`src/rtl/core/rtl_text_run_reorder_unit_macros.svh`:
```
// ----------------------------------------------------------------------------
// Text run reorder unit: assertion macros
// Concurrent assertion helpers used by the run reorder controller.
// ----------------------------------------------------------------------------
`ifndef RTL_TEXT_RUN_REORDER_UNIT_MACROS_SVH
`define RTL_TEXT_RUN_REORDER_UNIT_MACROS_SVH

`ifndef SYNTH

// The condition holds at every clock edge outside reset.
`define RTRR_ASSERT_ALWAYS(label, clk, rst, cond) \
   label: assert property (@(posedge clk) disable iff (rst) (cond)) \
      else $error("assertion failed: invariant");

// Whenever the antecedent holds, the consequent holds in the same cycle.
`define RTRR_ASSERT_IMPLY(label, clk, rst, ante, cons) \
   label: assert property (@(posedge clk) disable iff (rst) (ante) |-> (cons)) \
      else $error("assertion failed: implication");

`else

`define RTRR_ASSERT_ALWAYS(label, clk, rst, cond)
`define RTRR_ASSERT_IMPLY(label, clk, rst, ante, cons)

`endif

`endif

```
`src/rtl/core/rtrr_pkg.sv`:
```
`timescale 1ns / 1ps
// ----------------------------------------------------------------------------
// Text run reorder unit package
// Shared types and constants of the right-to-left run reorder block.
// ----------------------------------------------------------------------------
package rtrr_pkg;

   localparam int BYTE_W    = 8;
   localparam int CSR_IDX_W = 1;

   // Configuration register indexes.
   localparam logic [CSR_IDX_W-1:0] REG_LEAD_BYTE     = 1'b0;
   localparam logic [CSR_IDX_W-1:0] REG_LETTER_OFFSET = 1'b1;

   // Reset values of the configuration registers.
   localparam logic [BYTE_W-1:0] LEAD_BYTE_RESET     = 8'hD7;
   localparam logic [BYTE_W-1:0] LETTER_OFFSET_RESET = 8'd16;

   // ASCII space.
   localparam logic [BYTE_W-1:0] SPACE_CHAR = 8'h20;

   // Controller states.
   typedef enum logic [1:0] {
      ST_IDLE,
      ST_DRAIN,
      ST_TAIL,
      ST_CODE
   } rtrr_state_type;

   // Access strobes from the controller to the run memory.
   typedef struct packed {
      logic wr_en;
      logic rd_en;
   } rtrr_mem_ctl_type;

endpackage

```
`src/rtl/core/rtrr_run_mem.sv`:
```
`timescale 1ns / 1ps
// ----------------------------------------------------------------------------
// Run store memory
// One write port and one read port, read data registered.
// ----------------------------------------------------------------------------
module rtrr_run_mem
   import rtrr_pkg::*;
#(
   parameter int DEPTH  = 32,
   parameter int ADDR_W = 5
) (
   input  logic                clock,
   input  rtrr_mem_ctl_type    mem_ctl,
   input  logic [ADDR_W-1:0]   wr_addr,
   input  logic [BYTE_W-1:0]   wr_data,
   input  logic [ADDR_W-1:0]   rd_addr,
   output logic [BYTE_W-1:0]   rd_data
);

   logic [BYTE_W-1:0] store_mem [DEPTH];
   logic [BYTE_W-1:0] rd_data_ff;

   // Write port.
   always_ff @(posedge clock) begin
      if (mem_ctl.wr_en) begin
         store_mem[wr_addr] <= wr_data;
      end
   end

   // Read port; the data register holds until the next read.
   always_ff @(posedge clock) begin
      if (mem_ctl.rd_en) begin
         rd_data_ff <= store_mem[rd_addr];
      end
   end

   assign rd_data = rd_data_ff;

endmodule

```
`src/rtl/core/rtrr_ctrl.sv`:
```
`timescale 1ns / 1ps
`include "rtl_text_run_reorder_unit_macros.svh"
// ----------------------------------------------------------------------------
// Run reorder controller
// Classifies each request byte, pushes run bytes into the run memory and
// drains a run in reverse through the registered result stage.
// ----------------------------------------------------------------------------
module rtrr_ctrl
   import rtrr_pkg::*;
#(
   parameter int RUN_DEPTH = 32,
   parameter int ADDR_W    = 5,
   parameter int CNT_W     = 6
) (
   input  logic                  clock,
   input  logic                  reset,
   // Configuration writes
   input  logic                  csr_we,
   input  logic [CSR_IDX_W-1:0]  csr_index,
   input  logic [BYTE_W-1:0]     csr_wdata,
   // Requests
   input  logic                  req_valid,
   output logic                  req_ready,
   input  logic [BYTE_W-1:0]     req_byte,
   input  logic                  req_end,
   // Results
   output logic                  rsp_valid,
   input  logic                  rsp_ready,
   output logic [BYTE_W-1:0]     rsp_byte,
   output logic                  rsp_burst_last,
   output logic                  rsp_text_done,
   output logic                  rsp_overflow,
   // Run memory
   output rtrr_mem_ctl_type      mem_ctl,
   output logic [ADDR_W-1:0]     mem_wr_addr,
   output logic [BYTE_W-1:0]     mem_wr_data,
   output logic [ADDR_W-1:0]     mem_rd_addr,
   input  logic [BYTE_W-1:0]     mem_rd_data
);

   // Control registers
   rtrr_state_type    state_ff, state_in;
   logic [BYTE_W-1:0] lead_ff, lead_in;
   logic [BYTE_W-1:0] offset_ff, offset_in;
   logic [CNT_W-1:0]  run_count_ff, run_count_in;
   logic              in_run_ff, in_run_in;
   logic              after_lead_ff, after_lead_in;
   logic              dropped_ff, dropped_in;
   logic              last_space_ff, last_space_in;
   logic [CNT_W-1:0]  rd_todo_ff, rd_todo_in;
   logic              rd_valid_ff, rd_valid_in;
   logic              tail_ff, tail_in;
   logic              code_ff, code_in;
   logic              end_ff, end_in;
   logic              ovf_ff, ovf_in;
   logic              rsp_valid_ff, rsp_valid_in;

   // Payload registers
   logic [ADDR_W-1:0] rd_addr_ff, rd_addr_in;
   logic [BYTE_W-1:0] rsp_byte_ff, rsp_byte_in;
   logic              rsp_last_ff, rsp_last_in;
   logic              rsp_done_ff, rsp_done_in;
   logic              rsp_ovf_ff, rsp_ovf_in;

   // Working signals
   logic              out_free;
   logic              accept;
   logic              has_room;
   logic [CNT_W-1:0]  push_count;
   logic              push_dropped;
   logic              push_space;
   logic              start_flush;
   logic [CNT_W-1:0]  fl_count;
   logic              fl_space;
   logic              fl_dropped;
   logic              fl_tail;
   logic [CNT_W-1:0]  fl_len;
   logic              consume;
   logic              issue;

   // Handshake of both channels.
   assign out_free  = !rsp_valid_ff || rsp_ready;
   assign req_ready = (state_ff == ST_IDLE) && out_free;
   assign accept    = req_valid && req_ready;

   // Outcome of pushing the request byte into the run.
   assign has_room     = run_count_ff < CNT_W'(RUN_DEPTH);
   assign push_count   = run_count_ff + CNT_W'(has_room);
   assign push_dropped = dropped_ff || !has_room;
   assign push_space   = has_room ? (req_byte == SPACE_CHAR) : last_space_ff;

   // Drain side of the run memory.
   assign consume = (state_ff == ST_DRAIN) && rd_valid_ff && out_free;
   assign issue   = (state_ff == ST_DRAIN) && (rd_todo_ff != '0) && (!rd_valid_ff || consume);

   // Next state and outputs.
   always_comb begin
      state_in      = state_ff;
      lead_in       = lead_ff;
      offset_in     = offset_ff;
      run_count_in  = run_count_ff;
      in_run_in     = in_run_ff;
      after_lead_in = after_lead_ff;
      dropped_in    = dropped_ff;
      last_space_in = last_space_ff;
      rd_todo_in    = rd_todo_ff;
      rd_addr_in    = rd_addr_ff;
      tail_in       = tail_ff;
      code_in       = code_ff;
      end_in        = end_ff;
      ovf_in        = ovf_ff;
      rsp_valid_in  = rsp_valid_ff && !rsp_ready;
      rsp_byte_in   = rsp_byte_ff;
      rsp_last_in   = rsp_last_ff;
      rsp_done_in   = rsp_done_ff;
      rsp_ovf_in    = rsp_ovf_ff;
      mem_ctl       = '0;
      start_flush   = 1'b0;
      fl_count      = run_count_ff;
      fl_space      = last_space_ff;
      fl_dropped    = dropped_ff;
      rd_valid_in   = issue || (rd_valid_ff && !consume);

      // Configuration writes.
      if (csr_we) begin
         case (csr_index)
            REG_LEAD_BYTE:     lead_in   = csr_wdata;
            REG_LETTER_OFFSET: offset_in = csr_wdata;
            default: begin
            end
         endcase
      end

      case (state_ff)
         ST_IDLE: begin
            if (accept) begin
               if (after_lead_ff) begin
                  // Second byte of a letter.
                  after_lead_in = 1'b0;
                  rsp_valid_in  = 1'b1;
                  rsp_byte_in   = req_byte + offset_ff;
                  rsp_last_in   = 1'b1;
                  rsp_done_in   = req_end;
                  rsp_ovf_in    = 1'b0;
               end else if (req_byte == lead_ff) begin
                  // Lead byte closes any open run.
                  if (in_run_ff && (run_count_ff != '0)) begin
                     start_flush   = 1'b1;
                     code_in       = req_end;
                     after_lead_in = !req_end;
                  end else if (req_end) begin
                     rsp_valid_in = 1'b1;
                     rsp_byte_in  = offset_ff;
                     rsp_last_in  = 1'b1;
                     rsp_done_in  = 1'b1;
                     rsp_ovf_in   = 1'b0;
                  end else begin
                     after_lead_in = 1'b1;
                  end
               end else if (in_run_ff || (req_byte != SPACE_CHAR)) begin
                  // Run byte goes onto the stack, or is dropped when full.
                  mem_ctl.wr_en = has_room;
                  run_count_in  = push_count;
                  dropped_in    = push_dropped;
                  last_space_in = push_space;
                  in_run_in     = 1'b1;
                  if (req_end) begin
                     start_flush = 1'b1;
                     fl_count    = push_count;
                     fl_space    = push_space;
                     fl_dropped  = push_dropped;
                     code_in     = 1'b0;
                  end
               end else begin
                  // Space outside a run passes through.
                  rsp_valid_in = 1'b1;
                  rsp_byte_in  = req_byte;
                  rsp_last_in  = 1'b1;
                  rsp_done_in  = req_end;
                  rsp_ovf_in   = 1'b0;
               end

               if (start_flush) begin
                  state_in      = ST_DRAIN;
                  ovf_in        = fl_dropped;
                  end_in        = req_end;
                  run_count_in  = '0;
                  in_run_in     = 1'b0;
                  dropped_in    = 1'b0;
                  last_space_in = 1'b0;
               end

               // End of text leaves a clean state for the next text.
               if (req_end) begin
                  after_lead_in = 1'b0;
                  in_run_in     = 1'b0;
                  run_count_in  = '0;
                  dropped_in    = 1'b0;
                  last_space_in = 1'b0;
               end
            end
         end

         ST_DRAIN: begin
            if (issue) begin
               mem_ctl.rd_en = 1'b1;
               rd_addr_in    = rd_addr_ff - ADDR_W'(1);
               rd_todo_in    = rd_todo_ff - CNT_W'(1);
            end
            if (consume) begin
               rsp_valid_in = 1'b1;
               rsp_byte_in  = mem_rd_data;
               rsp_last_in  = (rd_todo_ff == '0) && !tail_ff && !code_ff;
               rsp_done_in  = (rd_todo_ff == '0) && !tail_ff && !code_ff && end_ff;
               rsp_ovf_in   = ovf_ff;
               if (rd_todo_ff == '0) begin
                  if (tail_ff) begin
                     state_in = ST_TAIL;
                  end else if (code_ff) begin
                     state_in = ST_CODE;
                  end else begin
                     state_in = ST_IDLE;
                  end
               end
            end
         end

         ST_TAIL: begin
            // Trailing space of the run goes after the reversed bytes.
            if (out_free) begin
               rsp_valid_in = 1'b1;
               rsp_byte_in  = SPACE_CHAR;
               rsp_last_in  = !code_ff;
               rsp_done_in  = !code_ff && end_ff;
               rsp_ovf_in   = ovf_ff;
               tail_in      = 1'b0;
               state_in     = code_ff ? ST_CODE : ST_IDLE;
            end
         end

         ST_CODE: begin
            // Lead byte at end of text yields the offset alone.
            if (out_free) begin
               rsp_valid_in = 1'b1;
               rsp_byte_in  = offset_ff;
               rsp_last_in  = 1'b1;
               rsp_done_in  = 1'b1;
               rsp_ovf_in   = 1'b0;
               code_in      = 1'b0;
               state_in     = ST_IDLE;
            end
         end

         default: begin
            state_in = ST_IDLE;
         end
      endcase

      // Trailing space is held back only when the run has another byte.
      fl_tail = (fl_count >= CNT_W'(2)) && fl_space;
      fl_len  = fl_count - CNT_W'(fl_tail);
      if (start_flush) begin
         rd_todo_in = fl_len;
         rd_addr_in = ADDR_W'(fl_len - CNT_W'(1));
         tail_in    = fl_tail;
      end
   end

   // Memory addresses and data.
   assign mem_wr_addr = ADDR_W'(run_count_ff);
   assign mem_wr_data = req_byte;
   assign mem_rd_addr = rd_addr_ff;

   // Control state register.
   always_ff @(posedge clock) begin
      if (reset) begin
         state_ff      <= ST_IDLE;
         lead_ff       <= LEAD_BYTE_RESET;
         offset_ff     <= LETTER_OFFSET_RESET;
         run_count_ff  <= '0;
         in_run_ff     <= 1'b0;
         after_lead_ff <= 1'b0;
         dropped_ff    <= 1'b0;
         last_space_ff <= 1'b0;
         rd_todo_ff    <= '0;
         rd_valid_ff   <= 1'b0;
         tail_ff       <= 1'b0;
         code_ff       <= 1'b0;
         end_ff        <= 1'b0;
         ovf_ff        <= 1'b0;
         rsp_valid_ff  <= 1'b0;
      end else begin
         state_ff      <= state_in;
         lead_ff       <= lead_in;
         offset_ff     <= offset_in;
         run_count_ff  <= run_count_in;
         in_run_ff     <= in_run_in;
         after_lead_ff <= after_lead_in;
         dropped_ff    <= dropped_in;
         last_space_ff <= last_space_in;
         rd_todo_ff    <= rd_todo_in;
         rd_valid_ff   <= rd_valid_in;
         tail_ff       <= tail_in;
         code_ff       <= code_in;
         end_ff        <= end_in;
         ovf_ff        <= ovf_in;
         rsp_valid_ff  <= rsp_valid_in;
      end
   end

   // Payload registers.
   always_ff @(posedge clock) begin
      rd_addr_ff  <= rd_addr_in;
      rsp_byte_ff <= rsp_byte_in;
      rsp_last_ff <= rsp_last_in;
      rsp_done_ff <= rsp_done_in;
      rsp_ovf_ff  <= rsp_ovf_in;
   end

   assign rsp_valid      = rsp_valid_ff;
   assign rsp_byte       = rsp_byte_ff;
   assign rsp_burst_last = rsp_last_ff;
   assign rsp_text_done  = rsp_done_ff;
   assign rsp_overflow   = rsp_ovf_ff;

   // Assertions.
   `RTRR_ASSERT_ALWAYS(a_count_bound, clock, reset, run_count_ff <= CNT_W'(RUN_DEPTH))
   `RTRR_ASSERT_IMPLY(a_lead_no_run, clock, reset, after_lead_ff, !in_run_ff && run_count_ff == '0)
   `RTRR_ASSERT_IMPLY(a_read_in_drain, clock, reset, rd_valid_ff || rd_todo_ff != '0, state_ff == ST_DRAIN)
   `RTRR_ASSERT_IMPLY(a_idle_run_clear, clock, reset, !in_run_ff, run_count_ff == '0 && !dropped_ff)

endmodule

```
`src/rtl/core/rtl_text_run_reorder_unit.sv`:
```
`timescale 1ns / 1ps
// ----------------------------------------------------------------------------
// Text run reorder unit
// Turns a UTF-8 byte stream into LCD codes in right-to-left write order.
// ----------------------------------------------------------------------------
//  Channel  Direction  Contents
//  req_*    in         tdata = in_byte[7:0]; tlast = text_end
//  rsp_*    out        tdata = out_byte[7:0]; tlast = text_done;
//                      tuser[0] = burst_last, tuser[1] = run_overflow
//  csr_*    in         index 0 = lead_byte, index 1 = letter_offset
//
// A request that yields no result or one result is handled in the idle state.
// A request that closes a run of stored bytes drains them in reverse, then sends
// a moved trailing space and a final letter offset code where needed; the single
// read port of the run memory sets the one byte per cycle drain unless stalled.
// Reset is synchronous and active high; the run memory is not cleared.
// A stalled result channel holds the result register and stops the drain.
// ----------------------------------------------------------------------------
module rtl_text_run_reorder_unit
   import rtrr_pkg::*;
#(
   parameter int RUN_DEPTH = 32
) (
   input  logic                  clock,
   input  logic                  reset,
   // Configuration
   input  logic                  csr_we,
   input  logic [CSR_IDX_W-1:0]  csr_index,
   input  logic [BYTE_W-1:0]     csr_wdata,
   // Requests
   input  logic                  req_tvalid,
   output logic                  req_tready,
   input  logic [BYTE_W-1:0]     req_tdata,   // [7:0] in_byte
   input  logic                  req_tlast,
   // Results
   output logic                  rsp_tvalid,
   input  logic                  rsp_tready,
   output logic [BYTE_W-1:0]     rsp_tdata,   // [7:0] out_byte
   output logic                  rsp_tlast,
   output logic [1:0]            rsp_tuser    // [0] burst_last, [1] run_overflow
);

   localparam int ADDR_W = $clog2(RUN_DEPTH);
   localparam int CNT_W  = $clog2(RUN_DEPTH + 1);

   rtrr_mem_ctl_type  mem_ctl;
   logic [ADDR_W-1:0] mem_wr_addr;
   logic [BYTE_W-1:0] mem_wr_data;
   logic [ADDR_W-1:0] mem_rd_addr;
   logic [BYTE_W-1:0] mem_rd_data;
   logic              rsp_burst_last;
   logic              rsp_overflow;

   // Sequencer and result register.
   rtrr_ctrl #(
      .RUN_DEPTH (RUN_DEPTH),
      .ADDR_W    (ADDR_W),
      .CNT_W     (CNT_W)
   ) u_ctrl (
      .clock          (clock),
      .reset          (reset),
      .csr_we         (csr_we),
      .csr_index      (csr_index),
      .csr_wdata      (csr_wdata),
      .req_valid      (req_tvalid),
      .req_ready      (req_tready),
      .req_byte       (req_tdata),
      .req_end        (req_tlast),
      .rsp_valid      (rsp_tvalid),
      .rsp_ready      (rsp_tready),
      .rsp_byte       (rsp_tdata),
      .rsp_burst_last (rsp_burst_last),
      .rsp_text_done  (rsp_tlast),
      .rsp_overflow   (rsp_overflow),
      .mem_ctl        (mem_ctl),
      .mem_wr_addr    (mem_wr_addr),
      .mem_wr_data    (mem_wr_data),
      .mem_rd_addr    (mem_rd_addr),
      .mem_rd_data    (mem_rd_data)
   );

   // Run store.
   rtrr_run_mem #(
      .DEPTH  (RUN_DEPTH),
      .ADDR_W (ADDR_W)
   ) u_run_mem (
      .clock   (clock),
      .mem_ctl (mem_ctl),
      .wr_addr (mem_wr_addr),
      .wr_data (mem_wr_data),
      .rd_addr (mem_rd_addr),
      .rd_data (mem_rd_data)
   );

   // Result flags.
   assign rsp_tuser = {rsp_overflow, rsp_burst_last};

endmodule
```
`config.mk`:
```
export PLATFORM = sky130hd
export DESIGN_NAME = rtl_text_run_reorder_unit
export DESIGN_NICKNAME = d
export VERILOG_FILES = /design/src/rtl/core/rtrr_pkg.sv /design/src/rtl/core/rtrr_run_mem.sv /design/src/rtl/core/rtrr_ctrl.sv /design/src/rtl/core/rtl_text_run_reorder_unit.sv
export VERILOG_INCLUDE_DIRS = /design/src /design/src/rtl/core
export SDC_FILE = /design/constraint.sdc
export NUM_CORES = 1
export LEC_CHECK = 0
export BUFFER_PORTS_ARGS = -buffer_cell sky130_fd_sc_hd__buf_2
export CORE_MARGIN = 4
export CORE_UTILIZATION = 25
export DETAILED_ROUTE_END_ITERATION = 16
export PLACE_DENSITY_LB_ADDON = 0.05
export SETUP_SLACK_MARGIN = 0.15
export SLEW_MARGIN = 20
export SYNTH_ARGS = -nofsm -noshare
export SYNTH_HDL_FRONTEND = slang
export SYNTH_SLANG_ARGS = --single-unit
```
`constraint.sdc`:
```
create_clock -name clock -period 9.5 [get_ports clock]
set_input_delay 0.475 -clock clock [delete_from_list [all_inputs] [get_ports clock]]
set_output_delay 0.475 -clock clock [all_outputs]
set_load 0.05 [all_outputs]
```
==> metrics.md <==
| Metric | Value |
|---|---|
| Width of the die | `243 µm` |
| Rel. slew slack | `0.262` |
| Vertical extent of the die | `243 µm` |
| Total Die Area | `59,000 µm²` |
| CTS H-Tree Depth | `2` |
| DR vias/cell | `4.75` |
| Overall overflow remaining after global route | `0` |
| Fraction of final layout cells with drive strength greater than 1 | `0.232` |
| Final Routed Wirelength | `38.5 mm` |
| Worst-path maximum fanout | `30` |
| Post-CTS setup buffer count | `0` |
| Post-Syn Instances | `858` |
| Remaining design rule violation count | `0` |
| Final-report hold violation count | `0` |
| Ys flop type | `edfxtp_1` |
| Mean instance size in the synthesized netlist | `16.1 µm²` |
| Synthesized area | `13,800 µm²` |
| Power density over the cells | `236 nW/µm²` |
| Finished Layout Cells | `1,633` |
| HPWL after detailed placement | `24.0 mm` |
| Area growth from synthesis to layout | `16.0%` |
| Total of warnings raised by yosys | `0` |
| Leading area contributor after synthesis | `edfxtp_1` |
| Final RePlAce weighted congestion | `0.770` |
| Number of top-level pins | `36` |
| Number of sinks driven by the clock tree | `320` |
| Final count of pins violating max slew | `0` |
| Run status | `finished clean` |
| Post-route design area | `16,000 µm²` |
| Antenna diode count | `0` |
| Async set-reset flop share out of synthesis | `0` |
| Initial antenna violation count | `2` |
| Port buffer count | `35` |
| CTS-repair resized insts | `0` |
| Yosys top cell area share | `0.609` |
| Distinct cell type count of the synthesized netlist | `61` |
| Number of rows in the core area | `85` |
| Number of max-cap violations | `0` |
| Synth Net Count | `900` |
| Number of DRC markers after the initial detailed-route iteration | `576` |
| Clock tree from TritonCTS | `yes` |
| CP Data Arrival Time | `4.51 ns` |
| Post-cts hold buffer count | `0` |
| Clock skew | `0.0140 ns` |
| Vias in the first global route | `8,226` |
| GRT Resource Usage Total | `0.129` |
| Number of clock buffers inserted by TritonCTS | `40` |
| Overall via count from detail_route | `7,759` |
| Routed length per placed instance | `23.6 µm` |
| Slew at the pin with the worst max-slew slack | `1.10 ns` |
| Sum Neg Setup Slack | `0 ns` |
| Sequential share of the synthesized area | `0.667` |
| Most common library cells after synthesis | `edfxtp_1 (280), mux4_2 (80), nor2_1 (75), nand2_1 (48), a21oi_1 (42)` |
| Reported leakage power | `5.12 nW` |
| Maximum resistive drop on vdd | `98.6 µV` |
| Cell types occupying the most area after synthesis | `edfxtp_1 (61%), mux4_2 (13%), dfxtp_1 (5.8%), nor2_1 (2.0%), ha_1 (1.6%)` |
| Clock network latency to the later pin of the worst-skew pair | `0.55 ns` |
| Max frequency | `0.237 GHz` |
| Number of detailed-route iterations in the first pass | `5` |
| Critical Path Start Type | `flop` |
| Classification of the worst setup path | `flop to flop` |
| Ratio of final minimum period to clock period | `0.444` |
| Clock-pin slew of the registers on the worst-case setup and hold paths | `0.05 ns` |
| First-pass GRT wire length | `55.8 mm` |
| Number of flops mapped to enable cells by yosys | `280` |
| Setup Viol. Count Final | `0` |
| Post-route minimum period | `4.22 ns` |
| Initial standard-cell utilization of the core | `0.254` |
| Final layout net count | `952` |
| Req. time, crit path | `9.79 ns` |
| Element type at the critical path end | `flop` |
| Most repeated cell in the gate-level netlist after synthesis | `edfxtp_1` |
| Number of placed instances, taps included | `1,564` |
| Number of synthesized register bits | `320` |
| Clock Root Buffer | `clkbuf_16` |
| Setup repair after global routing missed its margin | `false` |
| Path type of the worst min-delay path | `input port to flop` |
| Maximum number of pins on one net before global-route repair | `61` |
| Placed Area | `14,800 µm²` |
| Placeable Area | `54,200 µm²` |
| Register-to-register setup slack | `5.28 ns` |
| Post-route antenna net violation count | `0` |
| Clock tree buffer depth | `3` |
[power by group]
part	leakage, nW	switching, W	internal [W]	total, W
Combinational	1.71	0.000435	0.000337	0.000771
Clock	0.556	0.000568	0.000801	0.00137
Sequential	2.85	0.0000372	0.00160	0.00163
[final cells by class]
class                      count  area [µm²]
fill                        5385       38200
inverter                      18        67.6
clock buffer                  55        1060
clock inverter                14        97.6
sequential                   320        9210
tap                          696         871
timing repair buffer          58         348
multi-input combinational    472        4360
[worst max-delay path, cell delays in order, from the launching register on]
cell and delay, ns:
dfxtp_1 0.34, inv_1 0.09, ha_1 0.15, buf_4 0.30, nand2_1 0.16, nor4_1 0.38
o211a_1 0.38, mux2i_1 0.25, o22ai_1 0.12, a32oi_1 0.30, ha_1 0.27, ha_1 0.25
nor2_1 0.30, a21oi_1 0.09, ha_1 0.25, o21ai_0 0.10, a211oi_2 0.06, xnor2_1 0.16
[kinds of logic (layout without fill, tap and decap cells)]
group                      after synthesis  count (layout)  synth area share
muxes                                  105             105             0.150
and+or+nand+nor                        198             198            0.0683
adders and majority gates               19              19            0.0178
AOI/OAI and AO/OA                      121             121            0.0585
DFF                                    320             320             0.667
buffers and inverters                   66             145            0.0197
xor gates and xnor gates                29              29            0.0184
[per-layer routing]
layer  routed length, µm  vias up  track usage
li1                    -     3491            -
met1               15500     4074        0.150
met2               20600      144        0.241
met3                1620       50       0.0244
met4                 864        0       0.0392
met5                   0        -            0
[metrics by stage]
stage	hold WS, ns	utilization	total power [W]	worst slack [ns]
global route	0.134	0.295	0.00395	4.92
detailed placement	0.473	0.274	0.00246	5.11
finish	0.159	0.295	0.00377	5.28
CTS	0.124	0.295	0.00386	5.26
floorplan	0.438	-	0.00219	5.90
global placement	0.466	0.273	0.00245	5.28
[cells in the final DEF (no fill, tap or decap), types with 15 or more instances in the layout]
master / n
o21ai_0: 19
clkbuf_1: 15
a21oi_1: 41
xnor2_1: 23
dfxtp_1: 40
nand2_1: 48
nand3_1: 19
mux4_2: 80
clkbuf_16: 40
buf_4: 23
ha_1: 18
buf_2: 35
nor2_1: 62
edfxtp_1: 280
inv_1: 18
[worst paths after layout]
check	start	endpoint	cells after the start
max	u_ctrl.state_ff[1]	u_ctrl.mem_rd_addr[4]	17
min	csr_wdata[7]	u_ctrl.lead_ff[7]	2
max reg2reg	u_ctrl.state_ff[1]	u_ctrl.mem_rd_addr[4]	17
min reg2reg	u_ctrl.last_space_ff	u_ctrl.last_space_ff	2
[state kept, by name, summed over array words and instances, names as in the netlist, 2 cells and up]
signal               count
u_ctrl.lead_ff           8
u_ctrl.mem_rd_addr       5
u_ctrl.offset_ff         8
u_ctrl.rd_todo_ff        6
u_ctrl.rsp_byte          8
u_ctrl.run_count_ff      6
u_ctrl.state_ff          2
u_run_mem.rd_data        8
u_run_mem.store_mem    256
No activity file was read; power rests on OpenSTA's default activity.
